--- config.mk ---
export PLATFORM = sky130hd
export DESIGN_NAME = multi_cell_sprite_composer
export DESIGN_NICKNAME = d
export VERILOG_FILES = /design/src/rtl/mcsc_pkg.sv /design/src/rtl/mcsc_ctrl.sv /design/src/rtl/mcsc_dp.sv /design/src/rtl/multi_cell_sprite_composer.sv
export SDC_FILE = /design/constraint.sdc
export NUM_CORES = 1
export LEC_CHECK = 0
export ABC_AREA = 1
export ABC_CLOCK_PERIOD_IN_PS = 12500
export BUFFER_PORTS_ARGS = -buffer_cell sky130_fd_sc_hd__buf_2
export CAP_MARGIN = 20
export CORE_MARGIN = 2
export CORE_UTILIZATION = 58
export CTS_CLUSTER_DIAMETER = 150
export DETAILED_ROUTE_END_ITERATION = 7
export GPL_ROUTABILITY_DRIVEN = 1
export PLACE_DENSITY_LB_ADDON = 0.3
export SLEW_MARGIN = 20
export SYNTH_ARGS = -nofsm -noshare
export SYNTH_HDL_FRONTEND = slang
export SYNTH_SLANG_ARGS = --single-unit
--- constraint.sdc ---
create_clock -name clk -period 12.5 [get_ports clk]
set_input_delay 1.875 -clock clk [delete_from_list [all_inputs] [get_ports clk]]
set_output_delay 1.875 -clock clk [all_outputs]
set_load 0.01 [all_outputs]
--- src/rtl/mcsc_pkg.sv ---
// Package for the multi-cell sprite composer.
// Holds controller states, command/status structs, register indexes and field widths.
// No dependencies.
`default_nettype none

package mcsc_pkg;

  localparam int unsigned CfgIdxW  = 3;
  localparam int unsigned CfgDataW = 16;

  localparam logic [CfgIdxW-1:0] CFG_CAMERA_X        = 3'd0;
  localparam logic [CfgIdxW-1:0] CFG_CAMERA_Y        = 3'd1;
  localparam logic [CfgIdxW-1:0] CFG_SPRITE_PALETTE  = 3'd2;
  localparam logic [CfgIdxW-1:0] CFG_SPRITE_PRIORITY = 3'd3;
  localparam logic [CfgIdxW-1:0] CFG_SHEET_BASE_TILE = 3'd4;

  localparam logic CMD_PLACE     = 1'b0;
  localparam logic CMD_NEW_FRAME = 1'b1;

  localparam int unsigned InDataW  = 56;
  localparam int unsigned OutDataW = 48;

  typedef enum logic [1:0] {
    ST_IDLE,
    ST_SCAN,
    ST_FLUSH
  } state_t;

  typedef struct packed {
    logic load;
    logic new_frame;
    logic step;
    logic flush;
  } dp_cmd_t;

  typedef struct packed {
    logic last_cell;
    logic keep;
    logic pend_valid;
    logic out_free;
  } dp_stat_t;

  typedef struct packed {
    logic       vflip;
    logic       hflip;
    logic       prio;
    logic [1:0] palette;
    logic [10:0] tile;
    logic [8:0] sy;
    logic [9:0] sx;
    logic [6:0] slot;
  } entry_t;

endpackage

`default_nettype wire

--- src/rtl/mcsc_ctrl.sv ---
// Controller of the multi-cell sprite composer: request intake, cell scan and flush.
// Depends on mcsc_pkg; drives the datapath through dp_cmd_t and reads dp_stat_t.
`default_nettype none

module mcsc_ctrl (
  input  wire                      clk,
  input  wire                      rst_n,
  input  wire                      in_tvalid,
  output logic                     in_tready,
  input  wire                      req_cmd,
  input  wire mcsc_pkg::dp_stat_t  stat,
  output mcsc_pkg::dp_cmd_t        cmd
);

  mcsc_pkg::state_t state_r, state_nxt;

  always_ff @(posedge clk) begin
    if (!rst_n) begin
      state_r <= mcsc_pkg::ST_IDLE;
    end else begin
      state_r <= state_nxt;
    end
  end

  always_comb begin
    state_nxt     = state_r;
    in_tready     = 1'b0;
    cmd           = '0;
    case (state_r)
      mcsc_pkg::ST_IDLE: begin
        in_tready = 1'b1;
        if (in_tvalid) begin
          if (req_cmd == mcsc_pkg::CMD_NEW_FRAME) begin
            cmd.new_frame = 1'b1;
          end else begin
            cmd.load  = 1'b1;
            state_nxt = mcsc_pkg::ST_SCAN;
          end
        end
      end
      mcsc_pkg::ST_SCAN: begin
        // hold while the previous entry cannot leave
        if (!(stat.keep && stat.pend_valid && !stat.out_free)) begin
          cmd.step = 1'b1;
          if (stat.last_cell) begin
            state_nxt = mcsc_pkg::ST_FLUSH;
          end
        end
      end
      mcsc_pkg::ST_FLUSH: begin
        if (!stat.pend_valid) begin
          state_nxt = mcsc_pkg::ST_IDLE;
        end else if (stat.out_free) begin
          cmd.flush = 1'b1;
          state_nxt = mcsc_pkg::ST_IDLE;
        end
      end
      default: begin
        state_nxt = mcsc_pkg::ST_IDLE;
      end
    endcase
  end

endmodule

`default_nettype wire

--- src/rtl/mcsc_dp.sv ---
// Datapath of the multi-cell sprite composer: registers, cell counters, cull, slot count,
// one-entry lookahead and output register. Depends on mcsc_pkg; driven by mcsc_ctrl.
`default_nettype none

module mcsc_dp #(
  parameter int unsigned SHEET_ROW_CELLS    = 16,
  parameter int unsigned MAX_SLOTS          = 80,
  parameter int unsigned SCREEN_WIDTH       = 320,
  parameter int unsigned SCREEN_HEIGHT      = 224
) (
  input  wire                               clk,
  input  wire                               rst_n,
  input  wire                               cfg_we,
  input  wire  [mcsc_pkg::CfgIdxW-1:0]      cfg_index,
  input  wire  [mcsc_pkg::CfgDataW-1:0]     cfg_wdata,
  input  wire  [10:0]                       req_cell_number,
  input  wire  [15:0]                       req_pos_x,
  input  wire  [15:0]                       req_pos_y,
  input  wire  [2:0]                        req_cells_wide,
  input  wire  [2:0]                        req_cells_high,
  input  wire  [1:0]                        req_flip_bits,
  input  wire mcsc_pkg::dp_cmd_t            cmd,
  output mcsc_pkg::dp_stat_t                stat,
  output logic                              out_tvalid,
  input  wire                               out_tready,
  output mcsc_pkg::entry_t                  out_entry,
  output logic                              out_last
);

  localparam int unsigned SlotW = $clog2(MAX_SLOTS + 1);
  localparam logic [SlotW-1:0]  MaxSlots    = SlotW'(MAX_SLOTS);
  localparam logic [10:0]       SheetAcross = 11'(SHEET_ROW_CELLS);
  localparam logic signed [17:0] ScreenW    = 18'(SCREEN_WIDTH);
  localparam logic signed [17:0] ScreenH    = 18'(SCREEN_HEIGHT);
  localparam logic signed [17:0] CullEdge   = -18'sd8;

  logic signed [15:0] camera_x_r;
  logic signed [15:0] camera_y_r;
  logic [1:0]         palette_r;
  logic               prio_r;
  logic [10:0]        base_tile_r;

  logic signed [16:0] bx_r, by_r;
  logic [10:0]        tile_base_r;
  logic [1:0]         wm1_r, hm1_r;
  logic               hf_r, vf_r;
  logic [1:0]         col_r, row_r;
  logic [SlotW-1:0]   slots_r;

  mcsc_pkg::entry_t   pend_r;
  logic               pend_valid_r;
  mcsc_pkg::entry_t   out_r;
  logic               out_last_r;
  logic               out_valid_r;

  logic [1:0]         wm1_nxt, hm1_nxt;
  logic signed [17:0] sx, sy;
  logic [1:0]         mcol, mrow;
  logic [10:0]        tile;
  logic               keep;
  logic               out_free;
  logic               push;
  mcsc_pkg::entry_t   entry;

  always_ff @(posedge clk) begin
    if (!rst_n) begin
      camera_x_r  <= '0;
      camera_y_r  <= '0;
      palette_r   <= 2'd1;
      prio_r      <= 1'b1;
      base_tile_r <= '0;
    end else if (cfg_we) begin
      case (cfg_index)
        mcsc_pkg::CFG_CAMERA_X:        camera_x_r  <= cfg_wdata;
        mcsc_pkg::CFG_CAMERA_Y:        camera_y_r  <= cfg_wdata;
        mcsc_pkg::CFG_SPRITE_PALETTE:  palette_r   <= cfg_wdata[1:0];
        mcsc_pkg::CFG_SPRITE_PRIORITY: prio_r      <= cfg_wdata[0];
        mcsc_pkg::CFG_SHEET_BASE_TILE: base_tile_r <= cfg_wdata[10:0];
        default: ;
      endcase
    end
  end

  // clamp size to 1..4, held as size minus one
  always_comb begin
    case (req_cells_wide)
      3'd0:    wm1_nxt = 2'd0;
      3'd1:    wm1_nxt = 2'd0;
      3'd2:    wm1_nxt = 2'd1;
      3'd3:    wm1_nxt = 2'd2;
      default: wm1_nxt = 2'd3;
    endcase
    case (req_cells_high)
      3'd0:    hm1_nxt = 2'd0;
      3'd1:    hm1_nxt = 2'd0;
      3'd2:    hm1_nxt = 2'd1;
      3'd3:    hm1_nxt = 2'd2;
      default: hm1_nxt = 2'd3;
    endcase
  end

  always_ff @(posedge clk) begin
    if (cmd.load) begin
      bx_r        <= 17'(signed'(req_pos_x)) - 17'(camera_x_r);
      by_r        <= 17'(signed'(req_pos_y)) - 17'(camera_y_r);
      tile_base_r <= base_tile_r + req_cell_number;
      wm1_r       <= wm1_nxt;
      hm1_r       <= hm1_nxt;
      hf_r        <= req_flip_bits[0];
      vf_r        <= req_flip_bits[1];
    end
  end

  always_ff @(posedge clk) begin
    if (!rst_n) begin
      col_r <= '0;
      row_r <= '0;
    end else if (cmd.load) begin
      col_r <= '0;
      row_r <= '0;
    end else if (cmd.step) begin
      if (col_r == wm1_r) begin
        col_r <= '0;
        row_r <= row_r + 2'd1;
      end else begin
        col_r <= col_r + 2'd1;
      end
    end
  end

  always_comb begin
    sx    = 18'(bx_r) + 18'({col_r, 3'b000});
    sy    = 18'(by_r) + 18'({row_r, 3'b000});
    mcol  = hf_r ? (wm1_r - col_r) : col_r;
    mrow  = vf_r ? (hm1_r - row_r) : row_r;
    tile  = tile_base_r + 11'(mcol) + 11'(11'(mrow) * SheetAcross);
    keep  = (slots_r < MaxSlots) && (sx > CullEdge) && (sx < ScreenW)
            && (sy > CullEdge) && (sy < ScreenH);
    entry.slot    = 7'(slots_r);
    entry.sx      = sx[9:0];
    entry.sy      = sy[8:0];
    entry.tile    = tile;
    entry.palette = palette_r;
    entry.prio    = prio_r;
    entry.hflip   = hf_r;
    entry.vflip   = vf_r;
  end

  always_ff @(posedge clk) begin
    if (!rst_n) begin
      slots_r <= '0;
    end else if (cmd.new_frame) begin
      slots_r <= '0;
    end else if (cmd.step && keep) begin
      slots_r <= slots_r + SlotW'(1);
    end
  end

  assign out_free = !out_valid_r || out_tready;
  assign push     = (cmd.step && keep && pend_valid_r) || cmd.flush;

  always_ff @(posedge clk) begin
    if (!rst_n) begin
      pend_valid_r <= 1'b0;
    end else if (cmd.step && keep) begin
      pend_valid_r <= 1'b1;
    end else if (cmd.flush) begin
      pend_valid_r <= 1'b0;
    end
  end

  always_ff @(posedge clk) begin
    if (cmd.step && keep) begin
      pend_r <= entry;
    end
  end

  always_ff @(posedge clk) begin
    if (!rst_n) begin
      out_valid_r <= 1'b0;
    end else if (push) begin
      out_valid_r <= 1'b1;
    end else if (out_tready) begin
      out_valid_r <= 1'b0;
    end
  end

  always_ff @(posedge clk) begin
    if (push) begin
      out_r      <= pend_r;
      out_last_r <= cmd.flush;
    end
  end

  assign stat.last_cell  = (col_r == wm1_r) && (row_r == hm1_r);
  assign stat.keep       = keep;
  assign stat.pend_valid = pend_valid_r;
  assign stat.out_free   = out_free;

  assign out_tvalid = out_valid_r;
  assign out_entry  = out_r;
  assign out_last   = out_last_r;

endmodule

`default_nettype wire

--- src/rtl/multi_cell_sprite_composer.sv ---
// Multi-cell sprite composer top level: stream ports, controller and datapath.
// Depends on mcsc_pkg, mcsc_ctrl and mcsc_dp.
//
// A place request (in_tuser 0) is split into up to 16 single-cell sprite entries, scanned
// row by row at one cell per cycle unless a kept cell waits for a full output; a request is
// loaded, its w*h cells are scanned, and a flush step ends it. Entries leave one entry
// behind through a one-entry lookahead so that the final one carries out_tlast. Cells
// wholly off screen or beyond MAX_SLOTS are dropped. A new-frame request (in_tuser 1)
// clears the slot count and gives no result. Configuration writes take effect at once.
`default_nettype none

module multi_cell_sprite_composer #(
  parameter int unsigned SHEET_ROW_CELLS    = 16,
  parameter int unsigned MAX_SLOTS          = 80,
  parameter int unsigned SCREEN_WIDTH       = 320,
  parameter int unsigned SCREEN_HEIGHT      = 224
) (
  input  wire                                 clk,
  input  wire                                 rst_n,
  input  wire                                 cfg_we,
  input  wire  [mcsc_pkg::CfgIdxW-1:0]        cfg_index,
  input  wire  [mcsc_pkg::CfgDataW-1:0]       cfg_wdata,
  input  wire                                 in_tvalid,
  output logic                                in_tready,
  // cell_number[10:0] pos_x[26:11] pos_y[42:27] cells_wide[45:43] cells_high[48:46]
  // flip_bits[50:49], zeros above
  input  wire  [mcsc_pkg::InDataW-1:0]        in_tdata,
  // cmd[0]
  input  wire                                 in_tuser,
  output logic                                out_tvalid,
  input  wire                                 out_tready,
  // slot[6:0] screen_x[16:7] screen_y[25:17] tile_index[36:26] palette_line[38:37]
  // priority_res[39] hflip[40] vflip[41], zeros above
  output logic [mcsc_pkg::OutDataW-1:0]       out_tdata,
  output logic                                out_tlast
);

  mcsc_pkg::dp_cmd_t  dp_cmd;
  mcsc_pkg::dp_stat_t dp_stat;
  mcsc_pkg::entry_t   out_entry;

  mcsc_ctrl u_ctrl (
    .clk       (clk),
    .rst_n     (rst_n),
    .in_tvalid (in_tvalid),
    .in_tready (in_tready),
    .req_cmd   (in_tuser),
    .stat      (dp_stat),
    .cmd       (dp_cmd)
  );

  mcsc_dp #(
    .SHEET_ROW_CELLS    (SHEET_ROW_CELLS),
    .MAX_SLOTS          (MAX_SLOTS),
    .SCREEN_WIDTH       (SCREEN_WIDTH),
    .SCREEN_HEIGHT      (SCREEN_HEIGHT)
  ) u_dp (
    .clk             (clk),
    .rst_n           (rst_n),
    .cfg_we          (cfg_we),
    .cfg_index       (cfg_index),
    .cfg_wdata       (cfg_wdata),
    .req_cell_number (in_tdata[10:0]),
    .req_pos_x       (in_tdata[26:11]),
    .req_pos_y       (in_tdata[42:27]),
    .req_cells_wide  (in_tdata[45:43]),
    .req_cells_high  (in_tdata[48:46]),
    .req_flip_bits   (in_tdata[50:49]),
    .cmd             (dp_cmd),
    .stat            (dp_stat),
    .out_tvalid      (out_tvalid),
    .out_tready      (out_tready),
    .out_entry       (out_entry),
    .out_last        (out_tlast)
  );

  assign out_tdata = {(mcsc_pkg::OutDataW - $bits(mcsc_pkg::entry_t))'(0), out_entry};

  a_slot_range: assert property (@(posedge clk) disable iff (!rst_n)
    out_tvalid |-> (32'(out_tdata[6:0]) < MAX_SLOTS))
    else $error("slot beyond MAX_SLOTS");

  a_place_leaves_idle: assert property (@(posedge clk) disable iff (!rst_n)
    (in_tvalid && in_tready && in_tuser == mcsc_pkg::CMD_PLACE) |=> !in_tready)
    else $error("place request did not start a scan");

  a_idle_no_pending: assert property (@(posedge clk) disable iff (!rst_n)
    in_tready |-> !dp_stat.pend_valid)
    else $error("pending entry left behind at idle");

  a_flush_has_entry: assert property (@(posedge clk) disable iff (!rst_n)
    dp_cmd.flush |-> (dp_stat.pend_valid && dp_stat.out_free))
    else $error("flush without a pending entry or free output");

endmodule

`default_nettype wire
# Word level (Yosys, flattened, before mapping)
# Cells that the tools add are included.
# word_totals
register_bits	197
inputBits	81
output_inout_bits	51
wordCells	128
# op_classes
addsub	12
n_lt_le_gt_ge	5
eq_ne	19
muxes	26
bitwise_logic	1
reduce_logical	30
# op_table
op	n
17-bit by 6-bit adder with 18-bit output	2
18-bit by 4-bit greater-than comparator with 1-bit output, second input constant	2
16-bit by 16-bit subtractor with 17-bit output	2
2-bit two-way mux	11
3-bit by 2-bit == test with 1-bit output, second input constant	6
18-bit by 10-bit less-than comparator with 1-bit output, second input constant	1
18-bit by 9-bit less-than comparator with 1-bit output, second input constant	1
2-bit one-hot mux with 3 select lines	3
1-bit two-way mux	12
2-bit AND reduction	6
11-bit adder	1
11-bit by 2-bit adder with 11-bit output	1
11-bit by 6-bit adder with 11-bit output	1
3-bit by 1-bit == test with 1-bit output, second input constant	3
1-bit logical AND	9
3-bit zero test	3
2-bit inequality test, second input constant	4
2-bit OR reduction	4
7-bit by 1-bit adder with 7-bit output, second input constant	1
7-bit less-than comparator, second input constant	1
5-bit AND reduction	1
2-bit by 1-bit adder with 2-bit output, second input constant	2
2-bit == test	2
2-bit nonzero test	2
9 further kinds	12

# Longest topological paths before layout
# logic_depth
depth_word	14
mapped_depth	18
mapped_depth_nobuf	18

# Modules after synthesis
# Synthesis repeated with hierarchy kept, for this count alone.
# hier_totals
hier_cells	1026
area_unflattened_um2	9818.2
# modules_own_cells
mod	n_inst	cells_each	area_per_inst_um2	seq_area_each_um2
mcsc_dp	1	988	9601.7	5265.0
mcsc_ctrl	1	31	167.7	40.0
multi_cell_sprite_composer	1	7	48.8	0.0

# Worst setup path before layout
# Ideal clock, no wire load.
# synth_timing
path_kind	input-to-reg
startpoint	input in_tuser
endpoint	register u_dp.bx_r[0], enable pin
setup_ns	0.526
t_arrival_ns	5.502
required_ns	11.974
slack_ns	6.472
path_stages	1
n_path_buf	0
cell_sequence	nor3_1
# synth_between
elab_chain_cells	3
# synth_lines
element	line	source
from (decl)	multi_cell_sprite_composer.sv:29	input wire in_tuser,
1-bit two-way mux	mcsc_ctrl.sv:33	if (req_cmd == mcsc_pkg::CMD_NEW_FRAME) begin
2-bit two-way mux	mcsc_ctrl.sv:32	if (in_tvalid) begin
2-bit two-way mux	mcsc_ctrl.sv:29	case (state_r)
to (signal assigned)	mcsc_dp.sv:104	bx_r <= 17'(signed'(req_pos_x)) - 17'(camera_x_r);
to (decl)	mcsc_dp.sv:43	logic signed [16:0] bx_r, by_r;
# No other way between the ends.
# A chain may end at the register's enable or synchronous reset.

# Worst setup path in the final report
# layout_timing
startpoint	register u_dp.row_r[0]
endpoint	register u_dp.out_r, in the netlist u_dp.out_entry[21], enable pin
# layout_between
elab_chain_cells	11
elab_cells_between_ends	12
cone_classes	add/sub (1); order compare (2); mux (2); reduce/logical (7)
# layout_lines
element	line	source
from (decl)	mcsc_dp.sv:47	logic [1:0] col_r, row_r;
from (signal assigned)	mcsc_dp.sv:124	row_r <= row_r + 2'd1;
17-bit by 6-bit adder with 18-bit output *	mcsc_dp.sv:133	sy = 18'(by_r) + 18'({row_r, 3'b000});
net u_dp.sy[5]	mcsc_dp.sv:57	logic signed [17:0] sx, sy;
18-bit by 4-bit greater-than comparator with 1-bit output	mcsc_dp.sv:138	&& (sy > CullEdge) && (sy < ScreenH);
1-bit logical AND	mcsc_dp.sv:138	
1-bit logical AND *	mcsc_dp.sv:138	
1-bit logical AND (2 in a row)	mcsc_ctrl.sv:43	if (!(stat.keep && stat.pend_valid && !stat.out_free)) begin
1-bit two-way mux	mcsc_ctrl.sv:43	
1-bit two-way mux	mcsc_ctrl.sv:29	
1-bit logical AND * (2 in a row)	mcsc_dp.sv:160	assign push = (cmd.step && keep && pend_valid_r) || cmd.flush;
1-bit logical OR *	mcsc_dp.sv:160	
net u_dp.push	mcsc_dp.sv:62	logic push;
to (signal assigned)	mcsc_dp.sv:190	out_r <= pend_r;
to (decl)	mcsc_dp.sv:52	mcsc_pkg::entry_t out_r;
# The timed path passes the listed nets; every way through them passes the cells marked *.

==> flow_metrics.tcl <==
set metrics [dict create \
    status "complete, no violations" \
    die_h_um 134 \
    start_util_pct 59.1 \
    ioPinCount 132 \
    fp.dieW_um 134 \
    skew_ns 0.00921 \
    drv_slew 0 \
    h-tree-depth 4 \
    end_kind "register" \
    synth-async-reset-ratio_pct 0 \
    tritoncts "built" \
    synth_top_family_by_area "simple AND/OR/NAND/NOR gates" \
    grt_max_degree 50 \
    die_area_um2 17900 \
    via_per_inst 5.24 \
    clkLatencyLatePin_ns 0.44 \
    synth.cell_area_um2 9770 \
    stdcell_count 1375 \
    place_hpwl_um 14700 \
    synth_seq_area_share_pct 54.3 \
    slew_headroom_pct 31.0 \
    wl_um 19700 \
    drtPass1Iterations 6 \
    avgSynthCellArea_um2 9.64 \
    hold_buffers 0 \
    r2r_slack_ns 8.75 \
    numCtsBuffers 17 \
    synth_warnings 0 \
    cts-root-buf "clkbuf_16" \
    hold_class "reg -> reg" \
    fin_util_pct 68.0 \
    ir_drop_uv 95.0 \
    post_drt_wl_per_cell_um 14.3 \
    row_count 47 \
    yosys_most_used_dff "edfxtp_1" \
    cp.arrival_ns 3.80 \
    synth_edf_count 136 \
    startpoint_type "register" \
    gr-usage-all-layers_pct 22.7 \
    rsz0062_at_grt "no" \
    yosys.area_share.simple_pct 16.3 \
    totalPowerFinal_mw 1.47 \
    antenna_found_initial 3 \
    area_growth_pct 15.1 \
    finalCritPeriodShare_pct 30.0 \
    dr.first_iter.drc_count 478 \
    final_common_cell "nand2_1" \
    coreArea_um2 16500 \
    clock_path_buffers 2 \
    path_max_fanout 43 \
    cts_resized 0 \
    crit_start "u_dp.row_r[0]" \
    finalHoldViolCount 0 \
    synth_xor_area_share_pct 5.11 \
    post-route-min-period_ns 3.75 \
    final.setup.tns_ns 0 \
    drive_above_1_share_pct 15.9 \
    critPathKind "reg -> reg" \
    vias 7206 \
    synthMuxAreaShare_pct 0 \
    portBuffers 120 \
    tightest_slew_ns 1.03 \
    grt_pass1_vias 6753 \
    layout.nets 1281 \
    worstPathRequired_ns 12.56 \
    synthAdderAreaFrac_pct 8.02 \
    setup_violations 0 \
    fmax_ghz 0.267 \
    r2r_start "u_dp.row_r[0]" \
    whs_ns 0.419 \
    netlist-cell-type-count 41 \
    cts_setup_buffers 0 \
    grt_pass1_wl_um 31600 \
    maxCapViolCount 0 \
    p_leak_nw 4.71 \
    hp-start "u_dp.pend_r[7]" \
    drc_errors 0 \
    pwr_density_cell_nw_per_um2 131 \
    clock-sinks 197 \
    ant_nets 0 \
    synth_compound_area_share_pct 9.72 \
    yosys_register_bits 197 \
    overflow 0 \
    dp.cells 1342 \
    final_cell_mix "nand2_1 (168), inv_1 (138), edfxtp_1 (136)" \
    postSynthCellCount 1013 \
    clk_pin_slew_ns 0.07 \
    place.gp.congestion 0.854 \
]
[final cells by class]
class	instances	area [um2]
Sequential cell	197	5310
Fill cell	1312	5290
Multi-Input combinational cell	659	3850
Timing Repair Buffer	124	631
Inverter	142	534
Clock buffer	18	450
Tap cell	220	275
Clock inverter	14	184
Antenna cell	1	2.50
[power by group]
group | switching, mW | leakage, nW | internal (mW) | total, mW
registers | 0.0116 | 1.72 | 0.719 | 0.731
clock network | 0.252 | 0.314 | 0.333 | 0.585
logic | 0.0940 | 2.67 | 0.0591 | 0.153
[through the flow]
step | worst slack [ns] | instance area, um2
global route | 8.45 | 11200
finish | 8.75 | 11200
CTS | 8.72 | 11200
floorplan | 6.47 | 9780
detailed placement | 8.30 | 10600
global placement | 8.45 | 10600
[worst max-delay path, cell delays in order, from the launching register on]
cell,delay (ns)
dfxtp_1,0.41
ha_1,0.28
fa_1,0.39
nand2_1,0.14
inv_2,0.08
nor2_1,0.19
nand3_1,0.11
nor2_1,0.12
nand2_1,0.05
nor2_1,0.10
nand3_1,0.07
nand2_1,0.17
inv_2,0.07
nor2_4,0.19
nand4_1,0.16
nand2_2,0.80
[synth_stat cells, types with 2 or more instances]
| cell | n | share of area [%] |
|---|---|---|
| nand3b_1 | 7 | 0.54 |
| nand2_2 | 9 | 0.58 |
| fa_1 | 6 | 1.2 |
| o211ai_1 | 4 | 0.31 |
| o21bai_1 | 4 | 0.31 |
| inv_2 | 3 | 0.12 |
| buf_4 | 6 | 0.46 |
| edfxtp_1 | 136 | 42 |
| a31oi_1 | 4 | 0.26 |
| xor2_1 | 41 | 3.7 |
| a21oi_1 | 82 | 4.2 |
| nor3_1 | 9 | 0.46 |
| o31ai_1 | 2 | 0.15 |
| a211oi_1 | 2 | 0.15 |
| nand3_1 | 44 | 2.3 |
| dfxtp_1 | 61 | 13 |
| nand4_1 | 21 | 1.3 |
| xnor2_1 | 16 | 1.4 |
| ha_1 | 53 | 6.8 |
| nor2_1 | 87 | 3.3 |
| nor2_4 | 4 | 0.46 |
| clkbuf_1 | 14 | 0.54 |
| a21boi_0 | 4 | 0.31 |
| nand2_1 | 169 | 6.5 |
| o21ai_0 | 71 | 3.6 |
| inv_1 | 138 | 5.3 |
| nor2_2 | 2 | 0.13 |
[sequential cells by signal (all words and copies together), names as in the netlist, 7 cells and up]
signal	cells
u_dp.bx_r	17
u_dp.base_tile_r	11
u_dp.out_entry	42
u_dp.camera_y_r	16
u_dp.tile_base_r	11
u_dp.pend_r	42
u_dp.slots_r	7
u_dp.by_r	17
u_dp.camera_x_r	16
[kinds of logic (layout without fill, tap and decap cells)]
family / Yosys count / in the layout
and+or+nand+nor: 359 / 359
AOI/OAI and AO/OA: 178 / 178
adders and majority gates: 59 / 59
buffers and inverters: 162 / 298
DFF: 197 / 197
xor gates and xnor gates: 57 / 57
other: 1 / 7
[final timing paths]
kind | endpoint | cells past startpoint
worst min-delay path | u_dp.out_entry[7] | 0
worst max register to register | u_dp.out_entry[21] | 15
worst max-delay path | u_dp.out_entry[21] | 15
worst min register to register | u_dp.out_entry[7] | 0
[per-layer routing]
| metal | wire length [um] | part of all wire [%] | GRT usage (%) |
|---|---|---|---|
| met3 | 1430 | 7.3 | 6.09 |
| met5 | 27 | 0.14 | 0 |
| met2 | 9460 | 48 | 38.5 |
| met1 | 8330 | 42 | 28.5 |
| met4 | 409 | 2.1 | 7.15 |
Note: power is estimated with default switching activity, not from simulation.
